File: src/rlsf_pkg.sv
// Shared types and constants for the reflector link session controller.
package rlsf_pkg;

    typedef enum logic [2:0] {
        PH_DISC      = 3'd0,
        PH_LOOKUP    = 3'd1,
        PH_LPEND     = 3'd2,
        PH_CONNREQ   = 3'd3,
        PH_CONNECTED = 3'd4,
        PH_DISCREQ   = 3'd5,
        PH_DISCSENT  = 3'd6,
        PH_WAIT      = 3'd7
    } t_phase;

    typedef enum logic [2:0] {
        CMD_TICK   = 3'd0,
        CMD_PACKET = 3'd1,
        CMD_START  = 3'd2,
        CMD_STOP   = 3'd3,
        CMD_INFO   = 3'd4
    } t_cmd;

    typedef enum logic [2:0] {
        CFG_KEEPALIVE_TICKS = 3'd0,
        CFG_REQUEST_TICKS   = 3'd1,
        CFG_REQUEST_TRIES   = 3'd2,
        CFG_LOOKUP_TICKS    = 3'd3,
        CFG_LOOKUP_TRIES    = 3'd4,
        CFG_FAILURE_TICKS   = 3'd5,
        CFG_MODULE_CHAR     = 3'd6
    } t_cfg_idx;

    localparam logic [7:0]  LOST_BACKOFF = 8'd2;
    localparam logic [10:0] SHORT_LEN    = 11'd14;
    localparam logic [10:0] KEEP_LEN     = 11'd25;
    localparam logic [23:0] ACK_WORD     = 24'h41434B;
    localparam logic [7:0]  SPACE_CHAR   = 8'h20;

    localparam logic [7:0] RST_KEEPALIVE_TICKS = 8'd100;
    localparam logic [7:0] RST_REQUEST_TICKS   = 8'd6;
    localparam logic [7:0] RST_REQUEST_TRIES   = 8'd3;
    localparam logic [7:0] RST_LOOKUP_TICKS    = 8'd2;
    localparam logic [7:0] RST_LOOKUP_TRIES    = 8'd15;
    localparam logic [7:0] RST_FAILURE_TICKS   = 8'd30;
    localparam logic [7:0] RST_MODULE_CHAR     = 8'd32;

    typedef struct packed {
        logic [7:0] keepalive_ticks;
        logic [7:0] request_ticks;
        logic [7:0] request_tries;
        logic [7:0] lookup_ticks;
        logic [7:0] lookup_tries;
        logic [7:0] failure_ticks;
        logic [7:0] module_char;
    } t_cfg;

    typedef struct packed {
        t_phase      phase;
        logic [7:0]  countdown;
        logic [7:0]  tries_left;
        logic [31:0] server_addr;
        logic        info_waiting;
        logic        port_active;
    } t_state;

    typedef struct packed {
        logic [2:0]  cmd;
        logic        resolver_accepts;
        logic        lookup_ready;
        logic        lookup_ok;
        logic [31:0] lookup_addr;
        logic        reflector_ok;
        logic [31:0] src_addr;
        logic [10:0] pkt_len;
        logic [7:0]  byte_eight;
        logic [7:0]  byte_nine;
        logic [23:0] ack_bytes;
    } t_item;

    typedef struct packed {
        logic       send_connect;
        logic       send_disconnect;
        logic       send_keepalive;
        logic       send_info;
        logic       lookup_request;
        logic       lookup_release;
        logic       port_open;
        logic       session_up;
        logic [2:0] session_state;
    } t_result;

endpackage

File: src/rlsf_cfg.sv
// Configuration register file for timing, retry and module settings.
module rlsf_cfg import rlsf_pkg::*; (
    input  logic       i_clk,
    input  logic       i_rst_n,
    input  logic       i_wr,
    input  logic [2:0] i_index,
    input  logic [7:0] i_data,
    output t_cfg       o_cfg
);

    t_cfg r_cfg;
    t_cfg n_cfg;

    always_comb begin
        n_cfg = r_cfg;
        if (i_wr) begin
            case (t_cfg_idx'(i_index))
                CFG_KEEPALIVE_TICKS: n_cfg.keepalive_ticks = i_data;
                CFG_REQUEST_TICKS:   n_cfg.request_ticks   = i_data;
                CFG_REQUEST_TRIES:   n_cfg.request_tries   = i_data;
                CFG_LOOKUP_TICKS:    n_cfg.lookup_ticks    = i_data;
                CFG_LOOKUP_TRIES:    n_cfg.lookup_tries    = i_data;
                CFG_FAILURE_TICKS:   n_cfg.failure_ticks   = i_data;
                CFG_MODULE_CHAR:     n_cfg.module_char     = i_data;
                default:             n_cfg = r_cfg;
            endcase
        end
    end

    always_ff @(posedge i_clk) begin
        if (!i_rst_n) begin
            r_cfg.keepalive_ticks <= RST_KEEPALIVE_TICKS;
            r_cfg.request_ticks   <= RST_REQUEST_TICKS;
            r_cfg.request_tries   <= RST_REQUEST_TRIES;
            r_cfg.lookup_ticks    <= RST_LOOKUP_TICKS;
            r_cfg.lookup_tries    <= RST_LOOKUP_TRIES;
            r_cfg.failure_ticks   <= RST_FAILURE_TICKS;
            r_cfg.module_char     <= RST_MODULE_CHAR;
        end else begin
            r_cfg <= n_cfg;
        end
    end

    assign o_cfg = r_cfg;

endmodule

File: src/rlsf_core.sv
// Next-state and result logic of the session machine for one request.
module rlsf_core import rlsf_pkg::*; (
    input  t_state  i_state,
    input  t_cfg    i_cfg,
    input  t_item   i_item,
    output t_state  o_state,
    output t_result o_result
);

    t_state     n_st;
    t_result    res;
    logic [7:0] cd_dec;
    logic [7:0] tl_dec;

    always_comb begin
        n_st   = i_state;
        res    = '0;
        // timer and retry counter saturate at zero
        cd_dec = (i_state.countdown != 8'd0) ? i_state.countdown - 8'd1 : 8'd0;
        tl_dec = (i_state.tries_left != 8'd0) ? i_state.tries_left - 8'd1 : 8'd0;

        case (t_cmd'(i_item.cmd))
            CMD_TICK: begin
                n_st.countdown = cd_dec;
                case (i_state.phase)
                    PH_CONNECTED: begin
                        if (cd_dec == 8'd0) begin
                            n_st.countdown   = LOST_BACKOFF;
                            n_st.phase       = PH_WAIT;
                            n_st.port_active = 1'b0;
                        end else if (i_state.info_waiting) begin
                            res.send_info     = 1'b1;
                            n_st.info_waiting = 1'b0;
                        end
                    end
                    PH_CONNREQ: begin
                        if (cd_dec == 8'd0) begin
                            n_st.tries_left = tl_dec;
                            if (tl_dec == 8'd0) begin
                                n_st.countdown   = i_cfg.failure_ticks;
                                n_st.phase       = PH_WAIT;
                                n_st.port_active = 1'b0;
                            end else begin
                                res.send_connect = 1'b1;
                                n_st.countdown   = i_cfg.request_ticks;
                            end
                        end
                    end
                    PH_DISCREQ: begin
                        res.send_disconnect = 1'b1;
                        n_st.countdown      = i_cfg.request_ticks;
                        n_st.phase          = PH_DISCSENT;
                        n_st.tries_left     = i_cfg.request_tries;
                    end
                    PH_DISCSENT: begin
                        if (cd_dec == 8'd0) begin
                            n_st.tries_left = tl_dec;
                            if (tl_dec == 8'd0) begin
                                n_st.phase       = PH_DISC;
                                n_st.port_active = 1'b0;
                            end else begin
                                res.send_disconnect = 1'b1;
                                n_st.countdown      = i_cfg.request_ticks;
                            end
                        end
                    end
                    PH_LOOKUP: begin
                        res.lookup_request = 1'b1;
                        if (i_item.resolver_accepts) begin
                            n_st.phase = PH_LPEND;
                        end else if (cd_dec == 8'd0) begin
                            n_st.tries_left = tl_dec;
                            if (tl_dec == 8'd0) begin
                                n_st.countdown = i_cfg.failure_ticks;
                                n_st.phase     = PH_WAIT;
                            end else begin
                                n_st.countdown = i_cfg.lookup_ticks;
                            end
                        end
                    end
                    PH_LPEND: begin
                        if (i_item.lookup_ready) begin
                            if (!i_item.lookup_ok) begin
                                n_st.countdown = i_cfg.failure_ticks;
                                n_st.phase     = PH_WAIT;
                            end else begin
                                n_st.server_addr = i_item.lookup_addr;
                                n_st.port_active = 1'b1;
                                res.send_connect = 1'b1;
                                n_st.phase       = PH_CONNREQ;
                                n_st.tries_left  = i_cfg.request_tries;
                                n_st.countdown   = i_cfg.request_ticks;
                            end
                            res.lookup_release = 1'b1;
                        end
                    end
                    PH_WAIT: begin
                        if (cd_dec == 8'd0) begin
                            n_st.tries_left = i_cfg.lookup_tries;
                            n_st.countdown  = i_cfg.lookup_ticks;
                            n_st.phase      = PH_LOOKUP;
                        end
                    end
                    default: begin
                        n_st.countdown = cd_dec;
                    end
                endcase
            end
            CMD_PACKET: begin
                if (i_item.src_addr == i_state.server_addr) begin
                    if (i_item.pkt_len == SHORT_LEN) begin
                        if (i_state.phase == PH_CONNREQ) begin
                            if (i_item.byte_eight == i_cfg.module_char &&
                                i_item.ack_bytes == ACK_WORD) begin
                                n_st.info_waiting = 1'b0;
                                n_st.phase        = PH_CONNECTED;
                                n_st.countdown    = i_cfg.keepalive_ticks;
                            end else begin
                                n_st.phase       = PH_DISC;
                                n_st.port_active = 1'b0;
                            end
                        end else if (i_state.phase == PH_DISCSENT &&
                                     i_item.byte_nine == SPACE_CHAR) begin
                            n_st.phase       = PH_DISC;
                            n_st.port_active = 1'b0;
                        end
                    end else if (i_item.pkt_len == KEEP_LEN &&
                                 i_state.phase == PH_CONNECTED) begin
                        n_st.countdown     = i_cfg.keepalive_ticks;
                        res.send_keepalive = 1'b1;
                    end
                end
            end
            CMD_START: begin
                if (i_state.phase == PH_DISC && i_item.reflector_ok) begin
                    n_st.phase = PH_LOOKUP;
                end
            end
            CMD_STOP: begin
                if (i_state.phase == PH_CONNECTED) begin
                    n_st.phase = PH_DISCREQ;
                end else begin
                    n_st.port_active = 1'b0;
                    n_st.phase       = PH_DISC;
                end
            end
            CMD_INFO: begin
                if (i_state.phase == PH_CONNECTED || i_state.phase == PH_DISCSENT) begin
                    n_st.info_waiting = 1'b1;
                end
            end
            default: begin
                n_st = i_state;
            end
        endcase

        res.port_open     = n_st.port_active;
        res.session_up    = (n_st.phase == PH_CONNECTED) || (n_st.phase == PH_DISCSENT);
        res.session_state = n_st.phase;
    end

    assign o_state  = n_st;
    assign o_result = res;

endmodule

File: src/reflector_link_session_fsm.sv
// Top level of the reflector link session controller.
//
//  channel  | valid        | ready        | payload
//  ---------+--------------+--------------+--------------------------------
//  request  | i_in_valid   | o_in_ready   | i_cmd .. i_ack_bytes
//  result   | o_out_valid  | i_out_ready  | o_send_connect .. o_session_state
//  config   | i_cfg_valid  | o_cfg_ready  | i_cfg_index, i_cfg_data
//
// One request per cycle sustained unless the result stalls; input register,
// then the session state update and result register in the same edge.
// Session state advances only when a request moves into the result register,
// so the next request always sees the updated state.
// A stalled result holds both stages; the input register frees as soon as the
// result side moves. Reset is synchronous; config is always ready.
module reflector_link_session_fsm import rlsf_pkg::*; (
    input  logic        i_clk,
    input  logic        i_rst_n,
    input  logic        i_in_valid,
    output logic        o_in_ready,
    input  logic [2:0]  i_cmd,
    input  logic        i_resolver_accepts,
    input  logic        i_lookup_ready,
    input  logic        i_lookup_ok,
    input  logic [31:0] i_lookup_addr,
    input  logic        i_reflector_ok,
    input  logic [31:0] i_src_addr,
    input  logic [10:0] i_pkt_len,
    input  logic [7:0]  i_byte_eight,
    input  logic [7:0]  i_byte_nine,
    input  logic [23:0] i_ack_bytes,
    output logic        o_out_valid,
    input  logic        i_out_ready,
    output logic        o_send_connect,
    output logic        o_send_disconnect,
    output logic        o_send_keepalive,
    output logic        o_send_info,
    output logic        o_lookup_request,
    output logic        o_lookup_release,
    output logic        o_port_open,
    output logic        o_session_up,
    output logic [2:0]  o_session_state,
    input  logic        i_cfg_valid,
    output logic        o_cfg_ready,
    input  logic [2:0]  i_cfg_index,
    input  logic [7:0]  i_cfg_data
);

    t_cfg    cfg;
    t_state  r_state;
    t_state  n_state;
    t_item   r_item;
    logic    r_item_valid;
    t_result r_result;
    t_result n_result;
    logic    r_out_valid;
    logic    advance;
    logic    in_accept;

    assign o_cfg_ready = 1'b1;

    rlsf_cfg u_cfg (
        .i_clk   (i_clk),
        .i_rst_n (i_rst_n),
        .i_wr    (i_cfg_valid),
        .i_index (i_cfg_index),
        .i_data  (i_cfg_data),
        .o_cfg   (cfg)
    );

    rlsf_core u_core (
        .i_state  (r_state),
        .i_cfg    (cfg),
        .i_item   (r_item),
        .o_state  (n_state),
        .o_result (n_result)
    );

    // result register free or being drained
    assign advance    = r_item_valid && (!r_out_valid || i_out_ready);
    assign o_in_ready = !r_item_valid || advance;
    assign in_accept  = i_in_valid && o_in_ready;

    always_ff @(posedge i_clk) begin
        if (!i_rst_n) begin
            r_item_valid <= 1'b0;
        end else if (o_in_ready) begin
            r_item_valid <= i_in_valid;
        end
    end

    always_ff @(posedge i_clk) begin
        if (in_accept) begin
            r_item.cmd              <= i_cmd;
            r_item.resolver_accepts <= i_resolver_accepts;
            r_item.lookup_ready     <= i_lookup_ready;
            r_item.lookup_ok        <= i_lookup_ok;
            r_item.lookup_addr      <= i_lookup_addr;
            r_item.reflector_ok     <= i_reflector_ok;
            r_item.src_addr         <= i_src_addr;
            r_item.pkt_len          <= i_pkt_len;
            r_item.byte_eight       <= i_byte_eight;
            r_item.byte_nine        <= i_byte_nine;
            r_item.ack_bytes        <= i_ack_bytes;
        end
    end

    always_ff @(posedge i_clk) begin
        if (!i_rst_n) begin
            r_state.phase        <= PH_DISC;
            r_state.countdown    <= 8'd0;
            r_state.tries_left   <= 8'd0;
            r_state.server_addr  <= 32'd0;
            r_state.info_waiting <= 1'b0;
            r_state.port_active  <= 1'b0;
        end else if (advance) begin
            r_state <= n_state;
        end
    end

    always_ff @(posedge i_clk) begin
        if (!i_rst_n) begin
            r_out_valid <= 1'b0;
        end else if (advance) begin
            r_out_valid <= 1'b1;
        end else if (i_out_ready) begin
            r_out_valid <= 1'b0;
        end
    end

    always_ff @(posedge i_clk) begin
        if (advance) begin
            r_result <= n_result;
        end
    end

    assign o_out_valid       = r_out_valid;
    assign o_send_connect    = r_result.send_connect;
    assign o_send_disconnect = r_result.send_disconnect;
    assign o_send_keepalive  = r_result.send_keepalive;
    assign o_send_info       = r_result.send_info;
    assign o_lookup_request  = r_result.lookup_request;
    assign o_lookup_release  = r_result.lookup_release;
    assign o_port_open       = r_result.port_open;
    assign o_session_up      = r_result.session_up;
    assign o_session_state   = r_result.session_state;

endmodule
File: config.mk
export PLATFORM = sky130hd
export DESIGN_NAME = reflector_link_session_fsm
export DESIGN_NICKNAME = d
export VERILOG_FILES = /design/src/rlsf_pkg.sv /design/src/rlsf_cfg.sv /design/src/rlsf_core.sv /design/src/reflector_link_session_fsm.sv
export SDC_FILE = /design/constraint.sdc
export NUM_CORES = 1
export LEC_CHECK = 0
export BUFFER_PORTS_ARGS = -buffer_cell sky130_fd_sc_hd__buf_2
export CAP_MARGIN = 5
export CORE_ASPECT_RATIO = 1.5
export CORE_UTILIZATION = 52
export CTS_CLUSTER_SIZE = 16
export DETAILED_ROUTE_END_ITERATION = 10
export PLACE_DENSITY = 0.78
export SLEW_MARGIN = 0
export SYNTH_ARGS = -nofsm -noshare
export SYNTH_HDL_FRONTEND = slang
export SYNTH_SLANG_ARGS = --single-unit
File: constraint.sdc
create_clock -name i_clk -period 3.8 [get_ports i_clk]
set_input_delay 0.38 -clock i_clk [delete_from_list [all_inputs] [get_ports i_clk]]
set_output_delay 0.38 -clock i_clk [all_outputs]
set_load 0.1 [all_outputs]
==> results.ini, run 1 <==
[grt]
grt_antenna_before_repair = 1
grt_max_degree = 55
grt_pass1_wl_mm = 42.5
first_global_vias = 8380
grt_overflow = 0
groute.usage.overall = 0.260

[cts]
post_cts_resize_count = 0
tritoncts = built
numCtsBuffers = 23
cts.sinks = 244
hold_buffers = 0
cts_root_buffer = clkbuf_16
cts.reportedPaths.clkPinSlew_ps = 70
cts_buffer_depth = 3
cts-htree-levels = 1
cts_setup_buffers = 0
clock_latency_ps = 520

[finish]
final_area_mm2 = 0.0124
syn_to_final_growth_pct = 18.0
layout-drive-gt1-share = 0.198
final_common_cell = nand2_1
layout_common_cells = 217 x nand2_1, 150 x buf_2, 133 x edfxtp_1, 111 x dfxtp_1, 106 x a21oi_1
nNetsFinal = 1309
final.fill_count = 1591

[sta]
setup_viol = 0
fmax_mhz = 319
drv_slew = 0
setup-tns-final_ps = 0
relSlewSlack = 0.416
post-route-period-util = 0.825
grt_setup_unrepaired = false
worst_slew_pin_slew_ps = 869
fin_skew_ps = 22.5
finalHoldViolCount = 0
setup_ws_ps = 666
fin_crit_ps = 3130

[synth]
synth.avg_cell_area_um2 = 10.4
syn_area_mm2 = 0.0105
synth_edf_count = 133
ys_warn_count = 0
synth_cell_type_count = 79
synth_top_area_share = 0.380
synth_seq_area_share = 0.591
synth_area_leaders = edfxtp_1 38%, dfxtp_1 21%, nand2_1 7.7%
synth_area_leader_cell = edfxtp_1
ys_ff_latch = 244
synthArstFlopShare = 0
syn_inst = 1014
ys.flop_type = edfxtp_1
mappedNetlistNets = 1156

[detailed_routing]
wire_per_inst_um = 18.9
vias_per_cell = 5.86
first_pass_iters = 6
finalWirelength_mm = 27.3
vias = 8474
ant_nets = 0
drc = 0
drtIter0Drc = 729

[worst_setup_path]
critPathLaunchType = flop
endpoint_kind = flop
r2r_start = r_state[52]
reg2reg_to = r_state[43]
arrival_ps = 3470
path_max_fanout = 25
r2r.worst_path.cells = 7
rrSetupSlack_ps = 670
critPathKind = flop to flop
required_ps = 4140

[power_and_ir_drop]
powerDensity_mw_per_mm2 = 466
p_switching_uw = 1290
sequentialPowerShare = 0.509
total_power_uw = 5780
power_leakage_uw = 0.00455
p_comb_frac = 0.069
ir_drop_mv = 0.403
pwr-share-clk = 0.422
p_sw_frac = 0.224
p_int_uw = 4480

[run_status]
status = finished, final reports clean

[place]
dpl_cell_area_mm2 = 0.0116
hpwl_mm = 19.4
gp_congestion = 0.984
dpl_worst_slack_ps = 735
io_buffers = 150

[floorplan]
die_y_um = 176
io_pins = 152
core_area_mm2 = 0.0198
rows = 63
initial_core_util = 0.532
fp.dieArea_mm2 = 0.0208
die_x_um = 118

[min_path]
worstHoldPathCells = 1
min_to = r_item[58]
hold_path.startpoint = i_src_addr[7]
hold_path_class = input port to flop

[run]
max_cap_violations = 0

per-stage QoR:
step / utilization / hold WS [ps] / cells
CTS: 0.627 / 27.5 / 1444
global route: 0.627 / 22.7 / 1445
global placement: 0.586 / 447 / 1402
detailed placement: 0.586 / 450 / 1402
finish: 0.627 / 34.8 / 1445
floorplan: - / 436 / 1014
registers in the layout (all words and copies together) (netlist names):
| signal | cells |
|---|---|
| r_item | 122 |
| o_session_state | 3 |
| o_send_connect | 1 |
| o_port_open | 1 |
| r_item_valid | 1 |
| o_send_info | 1 |
| r_state | 53 |
| o_session_up | 1 |
| u_cfg.o_cfg | 56 |
| o_send_keepalive | 1 |
| o_lookup_request | 1 |
| o_out_valid | 1 |
| o_send_disconnect | 1 |
| o_lookup_release | 1 |
cell families (layout without fill, tap and decap cells):
group,after synthesis,after routing,share of synthesized area
DFF,244,244,0.591
xor gates and xnor gates,44,44,0.0366
and+or+nand+nor,404,404,0.180
buffers and inverters,62,232,0.0263
muxes,10,10,0.00987
adders and majority gates,4,4,0.00476
AOI/OAI and AO/OA,245,245,0.151
other,1,2,0.000357
metal layers:
| metal | share of wire | vias to the layer above | global-route usage |
|---|---|---|---|
| met5 | 0 | - | 0 |
| met4 | 0.057 | 0 | 0.168 |
| met3 | 0.058 | 101 | 0.0349 |
| met2 | 0.51 | 348 | 0.463 |
| met1 | 0.37 | 3994 | 0.293 |
| li1 | - | 4031 | - |
area by class of cell:
type	count	area [um^2]	share of cell area
clock buffer	27	621	0.0500
multi-input combinational	708	4030	0.325
antenna	1	2.50	0.000202
clock inverter	15	193	0.0155
timing repair buffer	172	953	0.0768
inverter	18	67.6	0.00545
sequential	244	6220	0.501
tap	260	325	0.0262
synth_stat cells (4+ instances only):
master and number:
a211oi_1 9, a21o_1 7, a21oi_1 106, a221oi_1 14
a311oi_1 7, a31oi_1 14, and2_1 6, and3_1 6
buf_4 5, clkbuf_1 32, dfxtp_1 111, edfxtp_1 133
ha_1 4, inv_1 18, mux2i_1 7, nand2_1 217
nand2b_1 8, nand3_1 33, nand3b_1 5, nand4_1 16
nor2_1 42, nor2b_1 13, nor3_1 19, nor4_1 11
nor4b_1 8, o211ai_1 5, o21ai_0 25, o22ai_1 5
o31a_1 4, o31ai_1 6, xnor2_1 41
worst max-delay path, cell delays in order (launching register included):
cell	delay, ps
dfxtp_1	570
and3b_1	470
nand4_1	140
nor4_1	630
a21boi_0	190
o31a_1	480
a311oi_1	350
a221oi_1	130
power by group through the flow:
| stage | sequential, uW | combinational, uW | clock, uW |
|---|---|---|---|
| 2_1_floorplan | 3010 | 200 | 0 |
| 3_3_place_gp | 2990 | 390 | 0 |
| 3_5_place_dp | 2990 | 394 | 0 |
| 4_1_cts | 2940 | 396 | 2470 |
| 5_1_grt | 2950 | 430 | 2570 |
| 6_report | 2940 | 399 | 2440 |
how the worst max path moves through the flow:
stage	depth (start not counted)	startpoint	slack [ps]	to
global route	7	r_item[55]	440	o_port_open
floorplan	3	o_out_valid	80	r_item[0]
global placement	7	r_item[55]	820	o_port_open
detailed placement	7	r_item[55]	740	o_port_open
CTS	10	r_state[42]	720	r_state[43]
finish	7	r_state[52]	670	r_state[43]
Note: power is estimated with default switching activity, not from simulation.
==> run 2: changes to the inputs <==
--- a/config.mk
+++ b/config.mk
@@ -8,10 +8,10 @@
 export BUFFER_PORTS_ARGS = -buffer_cell sky130_fd_sc_hd__buf_2
 export CAP_MARGIN = 5
 export CORE_ASPECT_RATIO = 1.5
-export CORE_UTILIZATION = 52
+export CORE_UTILIZATION = 55
 export CTS_CLUSTER_SIZE = 16
 export DETAILED_ROUTE_END_ITERATION = 10
-export PLACE_DENSITY = 0.78
+export PLACE_DENSITY = 0.79
 export SLEW_MARGIN = 0
 export SYNTH_ARGS = -nofsm -noshare
 export SYNTH_HDL_FRONTEND = slang
==> constraint.sdc (replaced) <==
create_clock -name i_clk -period 3.2 [get_ports i_clk]
set_input_delay 0.32 -clock i_clk [delete_from_list [all_inputs] [get_ports i_clk]]
set_output_delay 0.32 -clock i_clk [all_outputs]
set_load 0.1 [all_outputs]
==> run 2 against run 1 <==
  * Die area is 5.4% lower
  * Design area up 9.2%
  * Fmax up 6.6%
  * Largest cell class unchanged
  * Largest power group unchanged
  * Highest routed layer unchanged
==> results.ini, run 2 (synthesis gave the netlist of run 1 again) <==
[sta]
drv_slew = 0  ; unchanged
worst_slew_pin_slew_ps = 1040  ; +166 ps
finalHoldViolCount = 0  ; unchanged
fin_crit_ps = 2940  ; -194 ps
setup-tns-final_ps = 0  ; unchanged
hold_ws_ps = 8.99  ; -25.8 ps
relSlewSlack = 0.310  ; -0.106
fin_skew_ps = 19.2  ; -3.26 ps
post-route-period-util = 0.919  ; +0.0940
setup_viol = 0  ; unchanged
fmax_mhz = 340  ; +6.6%
grt_setup_unrepaired = false

[worst_setup_path]
r2r.worst_path.cells = 8  ; +1
arrival_ps = 3180  ; -290 ps
endpoint_kind = flop
crit_family = compound AO/OA/AOI/OAI gates
cp.depth = 8  ; +1
crit_slowest_cell = and4_1
critPathKind = flop to flop
cpPeakStageDelay_ps = 520  ; -110 ps
path_max_fanout = 11  ; -56%
required_ps = 3440  ; -700 ps
worstPathBufferInverterCount = 1  ; +1
cp_cell_sequence = inv_1 > ha_1 > or4b_1 > o211ai_1 > and4_1 > a31oi_1 > a2111oi_0 > o21ai_0
critPathLaunchType = flop
rrSetupSlack_ps = 260  ; -410 ps

[finish]
regMostFlops = r_item
syn_to_final_growth_pct = 28.8
final_common_cell = nand2_1
instances_no_fill = 1568  ; +8.5%
layout-drive-gt1-share = 0.181  ; -0.0177
final_area_mm2 = 0.0135  ; +9.2%
largest_register_ffs = 122  ; unchanged
layout_common_cells = 217 x nand2_1, 150 x buf_2, 133 x edfxtp_1, 117 x dlygate4sd3_1, 111 x dfxtp_1
nNetsFinal = 1437  ; +9.8%

[floorplan]
die_y_um = 171  ; -2.7%
rows = 61  ; -3.2%
io_pins = 152  ; unchanged
core_area_mm2 = 0.0186  ; -5.9%
fp.dieArea_mm2 = 0.0197  ; -5.4%
initial_core_util = 0.565  ; +0.0332
die_x_um = 115  ; -2.7%

[min_path]
hold_path_class = input port to flop
worstHoldPathCells = 1  ; unchanged

[place]
hpwl_mm = 19.8  ; +2.0%
io_buffers = 150  ; unchanged
dp_cells = 1406  ; +0.29%
dpl_cell_area_mm2 = 0.0117  ; +0.58%
gp_congestion = 0.940  ; -4.5%

[grt]
use_met2 = 0.597  ; +0.134
busiest_layer = met2
groute.usage.overall = 0.331  ; +0.0711
grt_pass1_wl_mm = 49.8  ; +17%
first_global_vias = 9410  ; +12%
grt_max_degree = 55  ; unchanged
grt_overflow = 0  ; unchanged
grt_util_met3 = 0.0479  ; +0.0130
grt_util_met1 = 0.370  ; +0.0768
grt_antenna_before_repair = 3  ; +2

[power_and_ir_drop]
ir_drop_mv = 0.540  ; +34%
total_power_uw = 6710  ; +16%
power_leakage_uw = 0.00504  ; +11%
powerDensity_mw_per_mm2 = 495  ; +6.4%

[cts]
cts_setup_buffers = 0  ; unchanged
cts_root_buffer = clkbuf_16
cts_buffer_depth = 3  ; unchanged
clock_latency_ps = 510  ; about the same
tritoncts = built
numCtsBuffers = 22  ; -4.3%
cts.sinks = 244  ; unchanged
cts-htree-levels = 1  ; unchanged
cts.reportedPaths.clkPinSlew_ps = 70  ; about the same

[detailed_routing]
ant_nets = 0  ; unchanged
finalWirelength_mm = 32.0  ; +17%
drtIter0Drc = 876  ; +20%
first_pass_iters = 5  ; -1
vias = 9220  ; +8.8%
vias_per_cell = 5.88  ; +0.27%
wire_per_inst_um = 20.4  ; +8.1%
drc = 0  ; unchanged

[run]
max_cap_violations = 0  ; unchanged

[run_status]
status = finished, final reports clean

## run 2: cell count changes in the layout (fill, tap and decap cells not counted), moves of 2 or more
cell,before,now
inv_6,4,1
buf_4,19,32
bufinv_16,4,1
clkinv_2,5,3
diode_2,1,5
dlygate4sd3_1,0,117
clkbuf_1,1,8
## run 2: final timing paths
kind                                      start         endpoint
worst max-delay path                r_state[42]      o_port_open
worst min-delay path            i_ack_bytes[15]       r_item[15]
worst max register to register      r_state[42]      o_port_open
worst min register to register  u_cfg.o_cfg[22]  u_cfg.o_cfg[22]
## run 2: what timing repair did
item | CTS | global route
hold endpoints to repair | 115 | 2
resized for setup | 0 | 1
hold buffers | 115 | 2
setup endpoints to repair | 0 | 1
## run 2: through the flow
| step | utilization | setup slack, ps |
|---|---|---|
| floorplan | - | 125 |
| global placement | 0.626 | 357 |
| detailed placement | 0.626 | 304 |
| CTS | 0.725 | 295 |
| global route | 0.727 | 0.879 |
| finish | 0.727 | 260 |
## run 2: cell type report
| class | count | area [um^2] |
|---|---|---|
| Clock inverter | 6 | 57.6 |
| Clock buffer | 34 | 638 |
| Antenna cell | 5 | 12.5 |
| Tap cell | 252 | 315 |
| Inverter | 18 | 67.6 |
| Multi-Input combinational cell | 708 | 4040 |
| Fill cell | 1277 | 5080 |
| Timing Repair Buffer | 301 | 2200 |
| Sequential cell | 244 | 6220 |
## run 2: power by group
part           internal [uW]  total (uW)  switching, uW
Sequential              3430        3500           64.6
Combinational            264         604            339
Clock                   1460        2610           1150
## run 2: metal layers
layer  wire length (um)  part of all wire
met1              11400              0.36
met2              16700              0.52
met3               1930             0.060
met4               1960             0.061
met5                  0                 0
## run 2: worst register-to-register path, cell delays in order (launching register included)
cell and delay, ps:
dfxtp_1 360, inv_1 100, ha_1 160, or4b_1 460
o211ai_1 300, and4_1 520, a31oi_1 180, a2111oi_0 440
o21ai_0 140
